File: config.mk
export PLATFORM = sky130hd
export DESIGN_NAME = varint_replay_record_decoder_core
export DESIGN_NICKNAME = d
export VERILOG_FILES = /design/src/sv/vrd_pkg.sv /design/src/sv/vrd_front.sv /design/src/sv/vrd_back.sv /design/src/sv/varint_replay_record_decoder_core.sv
export SDC_FILE = /design/constraint.sdc
export NUM_CORES = 2
export LEC_CHECK = 0
export BUFFER_PORTS_ARGS = -buffer_cell sky130_fd_sc_hd__buf_2
export CORE_MARGIN = 8
export CORE_UTILIZATION = 60
export DETAILED_ROUTE_END_ITERATION = 8
export MAX_ROUTING_LAYER = met4
export PLACE_DENSITY = 0.77
export SETUP_SLACK_MARGIN = 0.3
export SLEW_MARGIN = 20
export SYNTH_ARGS = -nofsm -noshare
export SYNTH_HDL_FRONTEND = slang
export SYNTH_HIERARCHICAL = 1
export SYNTH_SLANG_ARGS = --single-unit
File: constraint.sdc
create_clock -name clk_i -period 11.1 [get_ports clk_i]
set_clock_uncertainty 0.1 [all_clocks]
set_input_delay 1.11 -clock clk_i [delete_from_list [all_inputs] [get_ports clk_i]]
set_output_delay 1.11 -clock clk_i [all_outputs]
set_load 0.02 [all_outputs]
File: src/sv/vrd_pkg.sv
package vrd_pkg;

  localparam int FrameBitsDef      = 31;
  localparam int MaxStringBytesDef = 1048576;
  localparam int MaxFileBytesDef   = 33554432;

  typedef enum logic [2:0] {
    KIND_HDR   = 3'd0,
    KIND_DEATH = 3'd1,
    KIND_INPUT = 3'd2,
    KIND_END   = 3'd3,
    KIND_ERR   = 3'd4
  } kind_e;

  typedef enum logic [3:0] {
    ERR_TRUNC     = 4'd0,
    ERR_VARINT    = 4'd1,
    ERR_VERSION   = 4'd2,
    ERR_STRLEN    = 4'd3,
    ERR_BOOL      = 4'd4,
    ERR_LEVEL     = 4'd5,
    ERR_DEATH_CNT = 4'd6,
    ERR_FRAME     = 4'd7,
    ERR_DEATH_OVF = 4'd8,
    ERR_INPUT_CNT = 4'd9,
    ERR_INPUT_OVF = 4'd10,
    ERR_TRAILING  = 4'd11,
    ERR_MAGIC     = 4'd12,
    ERR_TOO_LARGE = 4'd13
  } err_e;

  localparam logic [2:0] HF_DURATION = 3'd0;
  localparam logic [2:0] HF_RATE     = 3'd1;
  localparam logic [2:0] HF_SEED     = 3'd2;
  localparam logic [2:0] HF_LOW      = 3'd3;
  localparam logic [2:0] HF_PLAT     = 3'd4;
  localparam logic [2:0] HF_LEVEL    = 3'd5;
  localparam logic [2:0] HF_EXT      = 3'd6;

  localparam logic [1:0] CFG_TICK_LIMIT   = 2'd0;
  localparam logic [1:0] CFG_RECORD_LIMIT = 2'd1;

  typedef struct packed {
    logic [7:0] data_byte;
    logic       final_byte;
  } in_item_t;

  typedef struct packed {
    logic [2:0]              record_kind;
    logic [2:0]              header_field;
    logic [63:0]             header_value;
    logic [FrameBitsDef-1:0] frame;
    logic [1:0]              button;
    logic                    second_player;
    logic                    pressed;
    logic [3:0]              error_code;
    logic                    run_last;
  } out_item_t;

  // front to back: one byte plus the completed varint, if any
  typedef struct packed {
    logic [7:0]  data_byte;
    logic        final_byte;
    logic        vdone;
    logic        vovf;
    logic [63:0] value;
  } tok_t;

endpackage

File: src/sv/vrd_front.sv
module vrd_front import vrd_pkg::*; (
  input  logic     clk_i,
  input  logic     rst_ni,
  input  logic     in_valid_i,
  input  in_item_t in_data_i,
  output logic     in_stall_o,
  input  logic     varint_mode_i,
  input  logic     q_full_i,
  output logic     q_push_o,
  output tok_t     q_data_o
);
  // varint assembly; varint_mode_i comes from the back phase after the queue drains
  logic [63:0] acc_q, acc_d;
  logic [3:0]  n_q, n_d;
  logic        fire;
  logic [63:0] shifted;

  assign in_stall_o = q_full_i;
  assign fire       = in_valid_i && !q_full_i;
  assign q_push_o   = fire;
  assign shifted    = 64'({57'd0, in_data_i.data_byte[6:0]}) << (7 * n_q);

  always_comb begin
    acc_d = acc_q;
    n_d   = n_q;
    q_data_o.data_byte  = in_data_i.data_byte;
    q_data_o.final_byte = in_data_i.final_byte;
    q_data_o.vdone = 1'b0;
    q_data_o.vovf  = 1'b0;
    q_data_o.value = acc_q | shifted;
    if (fire && varint_mode_i) begin
      if (n_q >= 4'd9 && (in_data_i.data_byte[7:1] != 7'd0)) begin
        q_data_o.vovf = 1'b1;
      end else if (!in_data_i.data_byte[7] || n_q >= 4'd9) begin
        q_data_o.vdone = 1'b1;
        acc_d = '0;
        n_d   = '0;
      end else begin
        acc_d = acc_q | shifted;
        n_d   = n_q + 4'd1;
      end
    end
  end

  always_ff @(posedge clk_i or negedge rst_ni) begin
    if (!rst_ni) begin
      acc_q <= '0;
      n_q   <= '0;
    end else begin
      acc_q <= acc_d;
      n_q   <= n_d;
    end
  end
endmodule

File: src/sv/vrd_back.sv
module vrd_back import vrd_pkg::*; #(
  parameter int MAX_STRING_BYTES = MaxStringBytesDef,
  parameter int MAX_FILE_BYTES   = MaxFileBytesDef
) (
  input  logic        clk_i,
  input  logic        rst_ni,
  input  logic        tok_valid_i,
  input  tok_t        tok_i,
  output logic        tok_pop_o,
  output logic        varint_mode_o,
  input  logic [30:0] tick_limit_i,
  input  logic [31:0] record_limit_i,
  output logic        out_valid_o,
  output out_item_t   out_data_o,
  input  logic        out_stall_i
);
  localparam int TB = $clog2(MAX_FILE_BYTES + 1);

  typedef enum logic [4:0] {
    PH_MAGIC = 5'd0, PH_VERSION = 5'd1, PH_TAG_LEN = 5'd2, PH_TAG_BODY = 5'd3,
    PH_AUTHOR_LEN = 5'd4, PH_AUTHOR_BODY = 5'd5, PH_DESC_LEN = 5'd6,
    PH_DESC_BODY = 5'd7, PH_DURATION = 5'd8, PH_SKIP_A = 5'd9, PH_RATE = 5'd10,
    PH_SEED = 5'd11, PH_SKIP_B = 5'd12, PH_LOW = 5'd13, PH_PLAT = 5'd14,
    PH_BOT_LEN = 5'd15, PH_BOT_BODY = 5'd16, PH_SKIP_C = 5'd17, PH_LEVEL = 5'd18,
    PH_NAME_LEN = 5'd19, PH_NAME_BODY = 5'd20, PH_EXT_LEN = 5'd21,
    PH_EXT_BODY = 5'd22, PH_DEATH_COUNT = 5'd23, PH_DEATH = 5'd24,
    PH_INPUT_COUNT = 5'd25, PH_INPUT_P1 = 5'd26, PH_INPUT = 5'd27,
    PH_BLOCK_LEN = 5'd28, PH_BLOCK_BODY = 5'd29, PH_END = 5'd30, PH_DONE = 5'd31
  } phase_e;

  // phases in which a byte is part of a varint
  function automatic logic varint_ph(phase_e p);
    logic r;
    unique case (p) inside
      PH_MAGIC, PH_DURATION, PH_RATE, PH_END, PH_DONE, PH_TAG_BODY, PH_AUTHOR_BODY,
      PH_DESC_BODY, PH_BOT_BODY, PH_NAME_BODY, PH_EXT_BODY, PH_BLOCK_BODY: r = 1'b0;
      default: r = 1'b1;
    endcase
    return r;
  endfunction

  phase_e      ph_q, ph_d;
  logic [63:0] fix_q, fix_d;
  logic [3:0]  fcnt_q, fcnt_d;
  logic [63:0] skip_q, skip_d;
  logic        tag_q, tag_d, plat_q, plat_d;
  logic [31:0] left_q, left_d, p2_q, p2_d, idx_q, idx_d;
  logic [30:0] run_q, run_d;
  logic [TB-1:0] tot_q, tot_d;
  // two-entry output buffer so that both results of one byte fit
  out_item_t   ob_q [2];
  logic [1:0]  ocnt_q, ocnt_d, keep;
  out_item_t   ob0_d, ob1_d;

  out_item_t rec, tail;
  logic have, err, fin, body_ph, can_take;
  logic [3:0] ecode;
  logic [63:0] v, delta, fixn, skipm;
  logic [31:0] run_base, left_m;
  logic [63:0] sum;
  logic [63:0] tl;
  logic [7:0]  c;
  logic [1:0]  nres;

  // the front sees the phase that follows the byte taken this cycle
  assign varint_mode_o = tok_pop_o ? varint_ph(ph_d) : varint_ph(ph_q);
  assign body_ph = (ph_q == PH_TAG_BODY || ph_q == PH_AUTHOR_BODY ||
                    ph_q == PH_DESC_BODY || ph_q == PH_BOT_BODY ||
                    ph_q == PH_NAME_BODY || ph_q == PH_EXT_BODY || ph_q == PH_BLOCK_BODY);
  // at most two results per byte; take a byte when both slots could be freed
  assign can_take  = (ocnt_q == 2'd0) || (ocnt_q == 2'd1 && !out_stall_i);
  assign tok_pop_o = tok_valid_i && can_take;
  assign c   = tok_i.data_byte;
  assign fin = tok_i.final_byte;
  assign v   = tok_i.value;
  assign tl  = 64'(tick_limit_i);
  assign fixn  = {fix_q[55:0], c};
  assign skipm = skip_q - 64'd1;
  assign left_m = left_q - 32'd1;

  always_comb begin
    ph_d = ph_q; fix_d = fix_q; fcnt_d = fcnt_q; skip_d = skip_q;
    tag_d = tag_q; plat_d = plat_q; left_d = left_q; p2_d = p2_q; idx_d = idx_q;
    run_d = run_q; tot_d = tot_q;
    rec = '0; tail = '0; have = 1'b0; err = 1'b0; ecode = ERR_TRUNC;
    delta = '0; run_base = 32'(run_q); sum = '0;
    if (ph_q != PH_DONE) begin
      if (tot_q >= TB'(MAX_FILE_BYTES)) begin
        err = 1'b1; ecode = ERR_TOO_LARGE;
      end else begin
        tot_d = tot_q + TB'(1);
        if (ph_q == PH_MAGIC) begin
          if ((tot_q == '0 && c != "G") || (tot_q == TB'(1) && c != "D") ||
              (tot_q == TB'(2) && c != "R")) begin
            err = 1'b1; ecode = ERR_MAGIC;
          end else if (tot_q == TB'(2)) begin
            ph_d = PH_VERSION;
          end
        end else if (body_ph) begin
          skip_d = skipm;
          if (skipm == '0) begin
            if (ph_q == PH_BLOCK_BODY) ph_d = (left_q == '0) ? PH_END : PH_INPUT;
            else ph_d = phase_e'(ph_q + 5'd1);
          end
        end else if (ph_q == PH_DURATION || ph_q == PH_RATE) begin
          fix_d = fixn; fcnt_d = fcnt_q + 4'd1;
          if (fcnt_d == ((ph_q == PH_DURATION) ? 4'd4 : 4'd8)) begin
            have = 1'b1; rec.record_kind = KIND_HDR;
            rec.header_field = (ph_q == PH_DURATION) ? HF_DURATION : HF_RATE;
            rec.header_value = fixn;
            ph_d = (ph_q == PH_DURATION) ? PH_SKIP_A : PH_SEED;
            fix_d = '0; fcnt_d = '0;
          end
        end else if (ph_q == PH_END) begin
          err = 1'b1; ecode = ERR_TRAILING;
        end else if (tok_i.vovf) begin
          err = 1'b1; ecode = ERR_VARINT;
        end else if (tok_i.vdone) begin
          unique case (ph_q)
            PH_VERSION: if (v != 64'd2) begin err = 1'b1; ecode = ERR_VERSION; end
                        else ph_d = PH_TAG_LEN;
            PH_TAG_LEN, PH_AUTHOR_LEN, PH_DESC_LEN, PH_BOT_LEN, PH_NAME_LEN: begin
              if (ph_q == PH_TAG_LEN) tag_d = (v != '0);
              if (v > 64'(MAX_STRING_BYTES)) begin err = 1'b1; ecode = ERR_STRLEN; end
              else if (v == '0) ph_d = phase_e'(ph_q + 5'd2);
              else begin skip_d = v; ph_d = phase_e'(ph_q + 5'd1); end
            end
            PH_SKIP_A: ph_d = PH_RATE;
            PH_SEED: begin
              have = 1'b1; rec.header_field = HF_SEED; rec.header_value = v;
              ph_d = PH_SKIP_B;
            end
            PH_SKIP_B: ph_d = PH_LOW;
            PH_LOW, PH_PLAT: begin
              if (v > 64'd1) begin err = 1'b1; ecode = ERR_BOOL; end
              else begin
                have = 1'b1; rec.header_value = v;
                rec.header_field = (ph_q == PH_LOW) ? HF_LOW : HF_PLAT;
                if (ph_q == PH_PLAT) plat_d = v[0];
                ph_d = phase_e'(ph_q + 5'd1);
              end
            end
            PH_SKIP_C: ph_d = PH_LEVEL;
            PH_LEVEL: begin
              if (v[63:32] != '0) begin err = 1'b1; ecode = ERR_LEVEL; end
              else begin
                have = 1'b1; rec.header_field = HF_LEVEL; rec.header_value = v;
                ph_d = PH_NAME_LEN;
              end
            end
            PH_EXT_LEN: begin
              have = 1'b1; rec.header_field = HF_EXT;
              rec.header_value = {63'd0, (v != '0) || tag_q};
              if (v == '0) ph_d = PH_DEATH_COUNT;
              else begin skip_d = v; ph_d = PH_EXT_BODY; end
            end
            PH_DEATH_COUNT: begin
              if (v > 64'(record_limit_i)) begin err = 1'b1; ecode = ERR_DEATH_CNT; end
              else begin
                left_d = v[31:0]; run_d = '0;
                ph_d = (v == '0) ? PH_INPUT_COUNT : PH_DEATH;
              end
            end
            PH_INPUT_COUNT: begin
              if (v > 64'(record_limit_i)) begin err = 1'b1; ecode = ERR_INPUT_CNT; end
              else begin left_d = v[31:0]; ph_d = PH_INPUT_P1; end
            end
            PH_INPUT_P1: begin
              if (v > 64'(left_q)) begin err = 1'b1; ecode = ERR_INPUT_CNT; end
              else begin
                p2_d = v[31:0]; idx_d = '0; run_d = '0;
                ph_d = (left_q == '0) ? PH_END : PH_INPUT;
              end
            end
            PH_DEATH, PH_INPUT: begin
              if (ph_q == PH_INPUT) begin
                if (idx_q == p2_q) run_base = '0;
                delta = plat_q ? (v >> 3) : (v >> 1);
              end else delta = v;
              sum = 64'(run_base) + delta;
              if (delta > tl) begin err = 1'b1; ecode = ERR_FRAME; end
              else if (64'(run_base) > tl || sum > tl) begin
                err = 1'b1; ecode = (ph_q == PH_DEATH) ? ERR_DEATH_OVF : ERR_INPUT_OVF;
              end else begin
                have = 1'b1; run_d = sum[30:0]; rec.frame = sum[30:0];
                left_d = left_m;
                if (ph_q == PH_DEATH) begin
                  rec.record_kind = KIND_DEATH;
                  if (left_m == '0) ph_d = PH_INPUT_COUNT;
                end else begin
                  rec.record_kind = KIND_INPUT;
                  rec.button = plat_q ? v[2:1] : 2'd1;
                  rec.second_player = (idx_q >= p2_q);
                  rec.pressed = v[0];
                  idx_d = idx_q + 32'd1;
                  if (tag_q) ph_d = PH_BLOCK_LEN;
                  else ph_d = (left_m == '0) ? PH_END : PH_INPUT;
                end
              end
            end
            PH_BLOCK_LEN: begin
              if (v == '0) ph_d = (left_q == '0) ? PH_END : PH_INPUT;
              else begin skip_d = v; ph_d = PH_BLOCK_BODY; end
            end
            default: ;
          endcase
        end
      end
      if (err) begin
        have = 1'b0;
        tail.record_kind = KIND_ERR; tail.error_code = ecode; tail.run_last = 1'b1;
        ph_d = PH_DONE;
      end else if (fin) begin
        tail.run_last = 1'b1;
        if (ph_d == PH_END) tail.record_kind = KIND_END;
        else begin
          tail.record_kind = KIND_ERR;
          tail.error_code = (ph_d == PH_MAGIC) ? ERR_MAGIC : ERR_TRUNC;
        end
        ph_d = PH_DONE;
      end
      rec.run_last = !fin;
    end
  end

  assign nres = 2'(have) + 2'(err || (fin && ph_q != PH_DONE));
  assign out_valid_o = (ocnt_q != 2'd0);
  assign out_data_o  = ob_q[0];

  // result buffer: shift out on a transfer, then append this byte's results
  always_comb begin
    ob0_d = ob_q[0];
    ob1_d = ob_q[1];
    keep  = ocnt_q;
    if (out_valid_o && !out_stall_i) begin
      ob0_d = ob_q[1];
      keep  = ocnt_q - 2'd1;
    end
    ocnt_d = keep;
    if (tok_pop_o) begin
      if (keep == 2'd0) begin
        ob0_d = have ? rec : tail;
        ob1_d = tail;
      end else begin
        ob1_d = have ? rec : tail;
      end
      ocnt_d = keep + nres;
    end
  end

  always_ff @(posedge clk_i or negedge rst_ni) begin
    if (!rst_ni) begin
      ph_q <= PH_MAGIC; fix_q <= '0; fcnt_q <= '0; skip_q <= '0;
      tag_q <= 1'b0; plat_q <= 1'b0; left_q <= '0; p2_q <= '0; idx_q <= '0;
      run_q <= '0; tot_q <= '0; ocnt_q <= '0;
      ob_q[0] <= '0; ob_q[1] <= '0;
    end else begin
      if (tok_pop_o) begin
        ph_q <= ph_d; fix_q <= fix_d; fcnt_q <= fcnt_d; skip_q <= skip_d;
        tag_q <= tag_d; plat_q <= plat_d; left_q <= left_d; p2_q <= p2_d;
        idx_q <= idx_d; run_q <= run_d; tot_q <= tot_d;
      end
      ob_q[0] <= ob0_d;
      ob_q[1] <= ob1_d;
      ocnt_q  <= ocnt_d;
    end
  end

  a_cnt: assert property (@(posedge clk_i) disable iff (!rst_ni) ocnt_q <= 2'd2)
    else $error("output buffer overfilled");
  a_done: assert property (@(posedge clk_i) disable iff (!rst_ni)
    (tok_pop_o && ph_q == PH_DONE) |-> nres == 2'd0)
    else $error("result after end");
  a_pop: assert property (@(posedge clk_i) disable iff (!rst_ni)
    tok_pop_o |-> (ocnt_q != 2'd2))
    else $error("byte taken with full buffer");
endmodule

File: src/sv/varint_replay_record_decoder_core.sv
// replay byte-stream decoder: one byte per transfer on the input channel, records
// (header values, death frames, input events, end or error) on the output channel.
// sustained rate is one byte per cycle without output stall; a varint byte is
// assembled in the front, the phase sequencer in the back acts on it, with a
// one-entry queue between them and a two-entry result buffer at the output, both
// registered. the input stalls only while the queue holds a byte that the back cannot
// take, which happens when a result waits under output stall or the buffer is full.
// configuration writes are always ready
module varint_replay_record_decoder_core import vrd_pkg::*; #(
  parameter int MAX_STRING_BYTES = MaxStringBytesDef,
  parameter int MAX_FILE_BYTES   = MaxFileBytesDef
) (
  input  logic        clk_i,
  input  logic        rst_ni,
  input  logic        in_valid_i,
  input  in_item_t    in_data_i,
  output logic        in_stall_o,
  output logic        out_valid_o,
  output out_item_t   out_data_o,
  input  logic        out_stall_i,
  input  logic        cfg_valid_i,
  input  logic [1:0]  cfg_index_i,
  input  logic [31:0] cfg_data_i,
  output logic        cfg_ready_o
);
  logic [30:0] tick_q;
  logic [31:0] rec_lim_q;
  logic        qv_q, push, pop, vmode, q_busy;
  tok_t        qd_q, tok;

  assign cfg_ready_o = 1'b1;
  always_ff @(posedge clk_i or negedge rst_ni) begin
    if (!rst_ni) begin
      tick_q <= 31'h7fffffff; rec_lim_q <= 32'hffffffff;
    end else if (cfg_valid_i) begin
      if (cfg_index_i == CFG_TICK_LIMIT) tick_q <= cfg_data_i[30:0];
      else if (cfg_index_i == CFG_RECORD_LIMIT) rec_lim_q <= cfg_data_i;
    end
  end

  // a byte enters when the queue is empty or is being popped; vmode of the back
  // then already reflects the phase after the popped byte
  assign q_busy = qv_q && !pop;

  vrd_front u_front (
    .clk_i, .rst_ni, .in_valid_i, .in_data_i, .in_stall_o,
    .varint_mode_i(vmode), .q_full_i(q_busy), .q_push_o(push), .q_data_o(tok)
  );

  always_ff @(posedge clk_i or negedge rst_ni) begin
    if (!rst_ni) qv_q <= 1'b0;
    else qv_q <= push || (qv_q && !pop);
  end
  always_ff @(posedge clk_i or negedge rst_ni) begin
    if (!rst_ni) qd_q <= '0;
    else if (push) qd_q <= tok;
  end

  vrd_back #(.MAX_STRING_BYTES(MAX_STRING_BYTES),
             .MAX_FILE_BYTES(MAX_FILE_BYTES)) u_back (
    .clk_i, .rst_ni, .tok_valid_i(qv_q), .tok_i(qd_q), .tok_pop_o(pop),
    .varint_mode_o(vmode), .tick_limit_i(tick_q), .record_limit_i(rec_lim_q),
    .out_valid_o, .out_data_o, .out_stall_i
  );

  a_cfg: assert property (@(posedge clk_i) disable iff (!rst_ni)
    (cfg_valid_i && cfg_index_i == CFG_TICK_LIMIT) |=> tick_q == $past(cfg_data_i[30:0]))
    else $error("tick limit write lost");
  a_q: assert property (@(posedge clk_i) disable iff (!rst_ni) push |-> (!qv_q || pop))
    else $error("queue overwrite");
  a_pop: assert property (@(posedge clk_i) disable iff (!rst_ni) pop |-> qv_q)
    else $error("pop of empty queue");
endmodule
==> Yosys cells after proc, flatten, opt, wreduce, memory -nomap -nowiden <==
Cells that the tools add are included.
{ "totals": {"reg_bits": 713, "inputBits": 48, "out_inout_bits": 113, "wordCells": 396} }
{ "classes": {"n_addsub": 12, "multipliers": 1, "n_lt_le_gt_ge": 10, "eq_ne": 64, "n_shift": 1, "muxes": 186, "n_bitwise": 11, "n_reduce_logical": 71} }
{ "op_table": {"columns": ["cell", "n"], "rows": [
  ["$mux W64", 18],
  ["$mux W105", 7],
  ["$mux W110", 5],
  ["$mux W32", 17],
  ["$pmux W67 S4", 1],
  ["$mux W5", 33],
  ["$mux W31", 5],
  ["$mux W35", 4],
  ["$mux W67", 2],
  ["$gt A64 B31 Y1", 2],
  ["$gt A64 B32 Y1", 2],
  ["$logic_not A64 Y1", 2],
  ["$pmux W32 S2", 2],
  ["$pmux W64 S2", 1],
  ["$eq A5 B5 Y1 const B", 23],
  ["$pmux W31 S3", 1],
  ["$mux W4", 18],
  ["$mux W70", 1],
  ["$pmux W5 S14", 1],
  ["$mux W65", 1],
  ["$add A32 B64 Y64", 1],
  ["$gt A64 B1 Y1 const B", 1],
  ["$gt A64 B21 Y1 const B", 1],
  ["$logic_not A32 Y1", 2],
  ["other kinds (63)", 205]
]} }

==> Depth between registers and ports, before layout <==
{ "depth": {"ltp_word": 35, "mapped_depth": 45, "depth_no_buf": 37} }

==> Hierarchy <==
The synthesis kept the hierarchy.
{ "modules_own_cells": {"columns": ["mod", "n_inst", "cells_per_inst", "area_per_inst_um2", "seq_area_each_um2"], "rows": [
  ["vrd_back", 1, 4685, 37957.7, 12662.1],
  ["varint_replay_record_decoder_core", 1, 297, 5291.3, 3557.2],
  ["vrd_front", 1, 364, 3529.6, 1701.6]
]} }

==> Worst setup path before layout <==
No wires, ideal clock.
{ "synth_path": {"path_type": "register to register", "from": "register u_back.ph_q[1]", "to": "register u_front.acc_q[7]", "setup_time_ns": 0.118, "arrival_ns": 9.145, "required_time_ns": 10.882, "path_slack_ns": 1.737, "stages_incl_launch_ff": 45, "path_buffers": 10, "period_less_slack_ns": 9.363, "path_cell_list": "dfrtp_1 > ha_1 > nand4b_1 > buf_2 > buf_2 > buf_2 > buf_1 > buf_1 > clkbuf_1 > nor3_1 > nand3_1 > clkbuf_1 > and2_1 > fa_1 > a21o_1 > a221oi_1 > o311a_1 > o31ai_1 > [... 9 more ...] > nor4bb_1 > and4b_1 > nand4b_1 > nor4b_2 > a21oi_1 > nor2b_1 > clkbuf_1 > and3_1 > o21ai_0 > a211o_1 > a222oi_1 > o21ai_1 > and3b_1 > clkbuf_1 > and2_0 > buf_4 > a21oi_1 > nor2_2"} }
{ "synth_between": {"elab_chain_len": 34, "elab_cells_between_ends": 133, "cone_classes": "3 x add/sub; 3 x order compare; 44 x eq/ne; 65 x mux; 18 x reduce/logical"} }
{ "synth_rtl": {"columns": ["element", "line_no", "text"], "rows": [
  ["start: declaration", "vrd_back.sv:42", "phase_e ph_q, ph_d;"],
  ["start signal: assignment", "vrd_back.sv:259", "ph_q <= ph_d; fix_q <= fix_d; fcnt_q <= fcnt_d; skip_q <= skip_d;"],
  ["$eq A5 B5 Y1", "vrd_back.sv:119, vrd_back.sv:176", null],
  ["$mux W32 or $mux W64 (tied branches)", "vrd_back.sv:176", "if (ph_q == PH_INPUT) begin"],
  ["$mux W32 or $mux W64 (tied branches)", "vrd_back.sv:119", "unique case (ph_q)"],
  ["$mux W32 or $mux W64 (tied branches)", "vrd_back.sv:118", "end else if (tok_i.vdone) begin"],
  ["$mux W32 or $mux W64 (tied branches)", "vrd_back.sv:116", "end else if (tok_i.vovf) begin"],
  ["$mux W32 or $mux W64 (tied branches)", "vrd_back.sv:114", "end else if (ph_q == PH_END) begin"],
  ["$mux W32 or $mux W64 (tied branches)", "vrd_back.sv:105", "end else if (ph_q == PH_DURATION || ph_q == PH_RATE) begin"],
  ["$mux W32 or $mux W64 (tied branches)", "vrd_back.sv:99", "end else if (body_ph) begin"],
  ["[... 19 more ...]", null, null],
  ["$mux W5", "vrd_back.sv:87", "if (ph_q != PH_DONE) begin"],
  ["$eq A5 B5 Y1 (tied with other cells)", "vrd_back.sv:66", "assign varint_mode_o = tok_pop_o ? varint_ph(ph_d) : varint_ph(ph_q);"],
  ["$reduce_or A12 Y1", "vrd_back.sv:34", "unique case (p) inside"],
  ["$mux W1", "vrd_back.sv:34", null],
  ["$mux W1 (*)", "vrd_back.sv:66", null],
  ["net vmode", "varint_replay_record_decoder_core.sv:28", "logic qv_q, push, pop, vmode, q_busy;"],
  ["$logic_and A1 B1 Y1 (*)", "vrd_front.sv:31", "if (fire && varint_mode_i) begin"],
  ["$reduce_and A2 Y1 (no source line) (*)", null, null],
  ["end signal: assignment", "vrd_front.sv:47", "acc_q <= '0;"],
  ["end signal: assignment", "vrd_front.sv:50", "acc_q <= acc_d;"],
  ["end: declaration", "vrd_front.sv:13", "logic [63:0] acc_q, acc_d;"]
]} }
The timed path passes the listed nets; every way through them passes the cells marked *. The select of a mux whose other input is x is not followed.
A chain may end at the register's enable or synchronous reset.

==> Worst setup path after layout <==
{ "layout_path": {"from": "register u_back.idx_q[28]", "to": "register u_front.acc_q[7]"} }
{ "layout_between": {"elab_chain_len": 35, "elab_cells_between_ends": 58, "cone_classes": "1 x add/sub; 2 x order compare; 12 x eq/ne; 38 x mux; 5 x reduce/logical"} }
{ "layout_rtl": {"columns": ["element", "line_no", "text"], "rows": [
  ["start: declaration", "vrd_back.sv:47", "logic [31:0] left_q, left_d, p2_q, p2_d, idx_q, idx_d;"],
  ["start signal: assignment", "vrd_back.sv:261", "idx_q <= idx_d; run_q <= run_d; tot_q <= tot_d;"],
  ["$eq A32 B32 Y1 (*)", "vrd_back.sv:177", "if (idx_q == p2_q) run_base = '0;"],
  ["$mux W31 (*)", "vrd_back.sv:177", null],
  ["$mux W32 (*)", "vrd_back.sv:176", null],
  ["$mux W32 (*)", "vrd_back.sv:119", null],
  ["$mux W32 (*)", "vrd_back.sv:118", null],
  ["$mux W32 (*)", "vrd_back.sv:116", null],
  ["$mux W32 (*)", "vrd_back.sv:114", null],
  ["$mux W32 (*)", "vrd_back.sv:105", null],
  ["[... 20 more ...]", null, null],
  ["$mux W5 (*)", "vrd_back.sv:87", null],
  ["$eq A5 B5 Y1 (tied with other cells)", "vrd_back.sv:66", null],
  ["$reduce_or A12 Y1 (*)", "vrd_back.sv:34", null],
  ["$mux W1 (*)", "vrd_back.sv:34", null],
  ["$mux W1 (*)", "vrd_back.sv:66", null],
  ["net vmode", "varint_replay_record_decoder_core.sv:28", null],
  ["$logic_and A1 B1 Y1 (*)", "vrd_front.sv:31", null],
  ["$reduce_and A2 Y1 (no source line) (*)", null, null]
]} }
Marked as above.

==> results.sh <==
export IMPL_pwr_share_seq_pct=32.5
export IMPL_ir_drop_mv=0.267
export IMPL_synth_compound_area_share_pct=19.3
export IMPL_die_area_mm2=0.0872
export IMPL_cp_slowest_cell="or4_1"
export IMPL_avgViaCountPerCell=6.74
export IMPL_synth_top_family_by_area="compound AO/OA/AOI/OAI gates"
export IMPL_drtPass1Iterations=6
export IMPL_max_slew_margin_pct=20.8
export IMPL_setup_tns_ns=0
export IMPL_synthMuxAreaShare_pct=7.87
export IMPL_ys_seq_area_share_pct=38.3
export IMPL_hold_buffers=0
export IMPL_synth_top_area_share_pct=34.8
export IMPL_ys_top_cells_by_area="dfrtp_1 (35%), ha_1 (6.5%), nand2_1 (5.0%)"
export IMPL_hpwl_um=118000
export IMPL_ys_ff_latch=713
export IMPL_hold_viol=0
export IMPL_synth_largest_area_cell="dfrtp_1"
export IMPL_max_cap_violations=0
export IMPL_synthCells=5346
export IMPL_synth_simple_area_share_pct=19.0
export IMPL_power_frac_comb_pct=43.6
export IMPL_clk_pin_slew_ns=0.06
export IMPL_synth_avg_cell_area_um2=8.75
export IMPL_die_h_um=295
export IMPL_gp_congestion=1.05
export IMPL_critPathMaxFanout=31
export IMPL_routed_wl_um=165000
export IMPL_p_sw_share_pct=45.7
export IMPL_synth_xor_area_share_pct=1.89
export IMPL_p_leak_nw=22.9
export IMPL_syn_nets=5638
export IMPL_slew_violations=0
export IMPL_layout_nets=5473
export IMPL_cts_max_path_buffers=3
export IMPL_worstSkewPairLatency_ns=0.67
export IMPL_critPathMaxStageDelay_ns=0.58
export IMPL_drc_errors=0
export IMPL_antenna_found_initial=7
export IMPL_crit_path_frequent_cell="ha_1"
export IMPL_start_kind="flop"
export IMPL_holdWs_ns=0.378
export IMPL_rsz0062_at_grt="no"
export IMPL_period_share_pct=93.2
export IMPL_intPower_mw=6.45
export IMPL_h_tree_depth=3
export IMPL_drt_iter0_drc=5281
export IMPL_grt_overflow=0
export IMPL_drive_above_1_share_pct=13.7
export IMPL_fmax_mhz=96.7
export IMPL_syn_to_final_growth_pct=7.16
export IMPL_crit_arrival_ns=10.78
export IMPL_clkPwrFrac_pct=23.9
export IMPL_synthFlopType="dfrtp_1"
export IMPL_yosys_warnings=6
export IMPL_setup_viol=0
export IMPL_endpoint_kind="flop"
export IMPL_vias=42400
export IMPL_critical_path_required_ns=11.54
export IMPL_synth_area_mm2=0.0468
export IMPL_cts_inserted_buffers=79
export IMPL_grt_pass1_wl_um=248000
export IMPL_cts_tree="built"
export IMPL_async_reset_ff_share_pct=100
export IMPL_grt_pass1_vias=39900
export IMPL_status="completed"
export IMPL_clkSinkCount=713
export IMPL_synth_edf_count=0
export IMPL_track_usage_pct=37.9
export IMPL_path_class="flop to flop"
export IMPL_p_per_area_mw_per_mm2=237
export IMPL_fin_crit_ns=10.35
export IMPL_drt_antenna_violating_nets=0
export IMPL_synth_cell_types=116
export IMPL_io_pins=161
export IMPL_synthAdderAreaFrac_pct=6.56
export IMPL_die_width_um=295
export IMPL_coreArea_mm2=0.0773
export IMPL_hold_class="flop to flop"
export IMPL_routedWlPerCell_um=26.3
export IMPL_initial_core_util_pct=60.5
export IMPL_power_net_switching_mw=5.42
export IMPL_root_buffer="clkbuf_16"
export IMPL_rows=102
export IMPL_grt_max_degree=161
export IMPL_io_buffers=159
export IMPL_tightest_slew_ns=1.18
-- power groups by stage --
stage / logic (mW) / registers [mW] / clock network [mW]
2_1_floorplan: 3.39 / 3.38 / 0
3_3_place_gp: 4.89 / 3.85 / 0
3_5_place_dp: 4.93 / 3.86 / 0
4_1_cts: 4.97 / 3.81 / 2.87
5_1_grt: 5.50 / 3.88 / 2.98
6_report: 5.18 / 3.86 / 2.84
-- final cells by class --
cell class | instances | area [um2]
Fill cell | 6511 | 27200
Multi-Input combinational cell | 3944 | 25800
Sequential cell | 713 | 17900
Clock buffer | 110 | 2280
Timing Repair Buffer | 254 | 1590
Tap cell | 1040 | 1300
Inverter | 189 | 709
Clock inverter | 35 | 548
Antenna cell | 5 | 12.5
-- cells in the mapped netlist, types with 73 or more instances --
library cell  count
nor2_1          330
a21oi_1         382
inv_1           185
dfrtp_1         650
buf_4           142
o21ai_0         412
mux2_2          172
nor3_1          112
o22ai_1          73
nor4_1           75
clkbuf_1        274
mux2i_1         170
o21ai_1          75
nand2_1         618
a21o_1          122
nand4_1          97
nand3_1         167
ha_1            242
or3_1            74
-- placed cells by master (no fill, tap or decap), types with 32 or more instances in the layout --
master	count
o21ai_0	412
o22ai_1	73
and2_1	57
nor3_1	109
buf_2	158
a21o_1	121
o21ai_1	73
inv_1	185
or3_1	74
clkbuf_16	79
nor4_1	73
nand3_1	166
xnor2_1	67
mux2i_1	170
a21oi_1	380
a22oi_1	35
nor2_1	327
buf_4	90
xor2_1	32
dfrtp_1	649
nand4_1	97
dfstp_2	63
ha_1	242
nand2_1	615
a31oi_1	43
and3_1	43
o31ai_1	49
mux2_2	172
a22o_1	46
-- state kept, by name (all words and copies together) (netlist names) --
name	count
u_back/idx_q	32
u_back/left_q	32
u_back/tag_q	1
u_back/ob_q	110
u_back/skip_q	64
tick_q	31
u_front/n_q	4
rec_lim_q	32
u_back/p2_q	32
u_back/ph_q	5
u_back/ocnt_q	2
qd_q	75
u_back/fix_q	56
u_back/tot_q	26
u_back/fcnt_q	4
qv_q	1
u_front/acc_q	64
u_back/run_q	31
u_back/out_data_o	110
u_back/plat_q	1
-- worst max-delay path: cells and delay by family (launching register included) --
kind	cells	cell delay [ns]
xor+xnor	1	0.18
buf+inv	1	0.32
fa+ha+maj	4	1.27
compound gates	12	2.71
flops	1	0.45
simple gates	19	5.16
-- metal layers --
| layer | vias to the layer above | part of all wire, % | wire, um | GRT usage [%] |
|---|---|---|---|---|
| met5 | - | 0 | 0 | - |
| met4 | 0 | 4.6 | 7560 | 14.7 |
| met3 | 435 | 9.8 | 16200 | 7.52 |
| met2 | 2285 | 44 | 72600 | 55.9 |
| met1 | 20800 | 42 | 69100 | 51.6 |
| li1 | 18800 | - | - | - |
-- path summary, 6_finish.rpt --
check | slack, ns | endpoint | cells past startpoint | start
max | 0.75 | u_front/acc_q[7]$_DFFE_PN0P_ | 37 | u_back/idx_q[28]$_DFFE_PN0P_
min | 0.38 | u_back/run_q[25]$_DFFE_PN0P_ | 2 | u_back/run_q[25]$_DFFE_PN0P_
max reg2reg | 0.75 | u_front/acc_q[7]$_DFFE_PN0P_ | 37 | u_back/idx_q[28]$_DFFE_PN0P_
min reg2reg | 0.38 | u_back/run_q[25]$_DFFE_PN0P_ | 2 | u_back/run_q[25]$_DFFE_PN0P_
max in group asynchronous | 8.10 | u_back/out_data_o[23]$_DFF_PN0_ | 3 | rst_ni
min in group asynchronous | 0.42 | u_back/out_data_o[82]$_DFF_PN0_ | 1 | rst_ni
-- metrics by stage --
step | instances | worst slack, ns | power, mW | cell area [um2] | util, %
6_report | 6290 | 0.754 | 11.9 | 50100 | 64.8
5_1_grt | 6289 | 0.269 | 12.4 | 50100 | 64.8
4_1_cts | 6283 | 0.311 | 11.6 | 50000 | 64.7
3_5_place_dp | 6138 | 0.333 | 8.79 | 47200 | 61.0
3_3_place_gp | 6138 | 0.575 | 8.74 | 47200 | 61.0
2_1_floorplan | 5346 | 1.74 | 6.76 | 46800 | -
-- kinds of logic (layout without fill, tap and decap cells) --
kind of cell	count (synthesis)	in the layout
compound gates	1473	1473
xor+xnor	100	100
fa+ha+maj	244	244
buf+inv	689	588
flops	713	713
mux	346	346
other cells	1	6
simple gates	1780	1780
-- what timing repair did --
item / in CTS / in global routing
resized for setup: 0 / 10
endpoints found under the setup margin: 0 / 70
setup buffers: 0 / 1
endpoints found under the hold margin: 0 / 0
(Power assumes the default switching activity.)
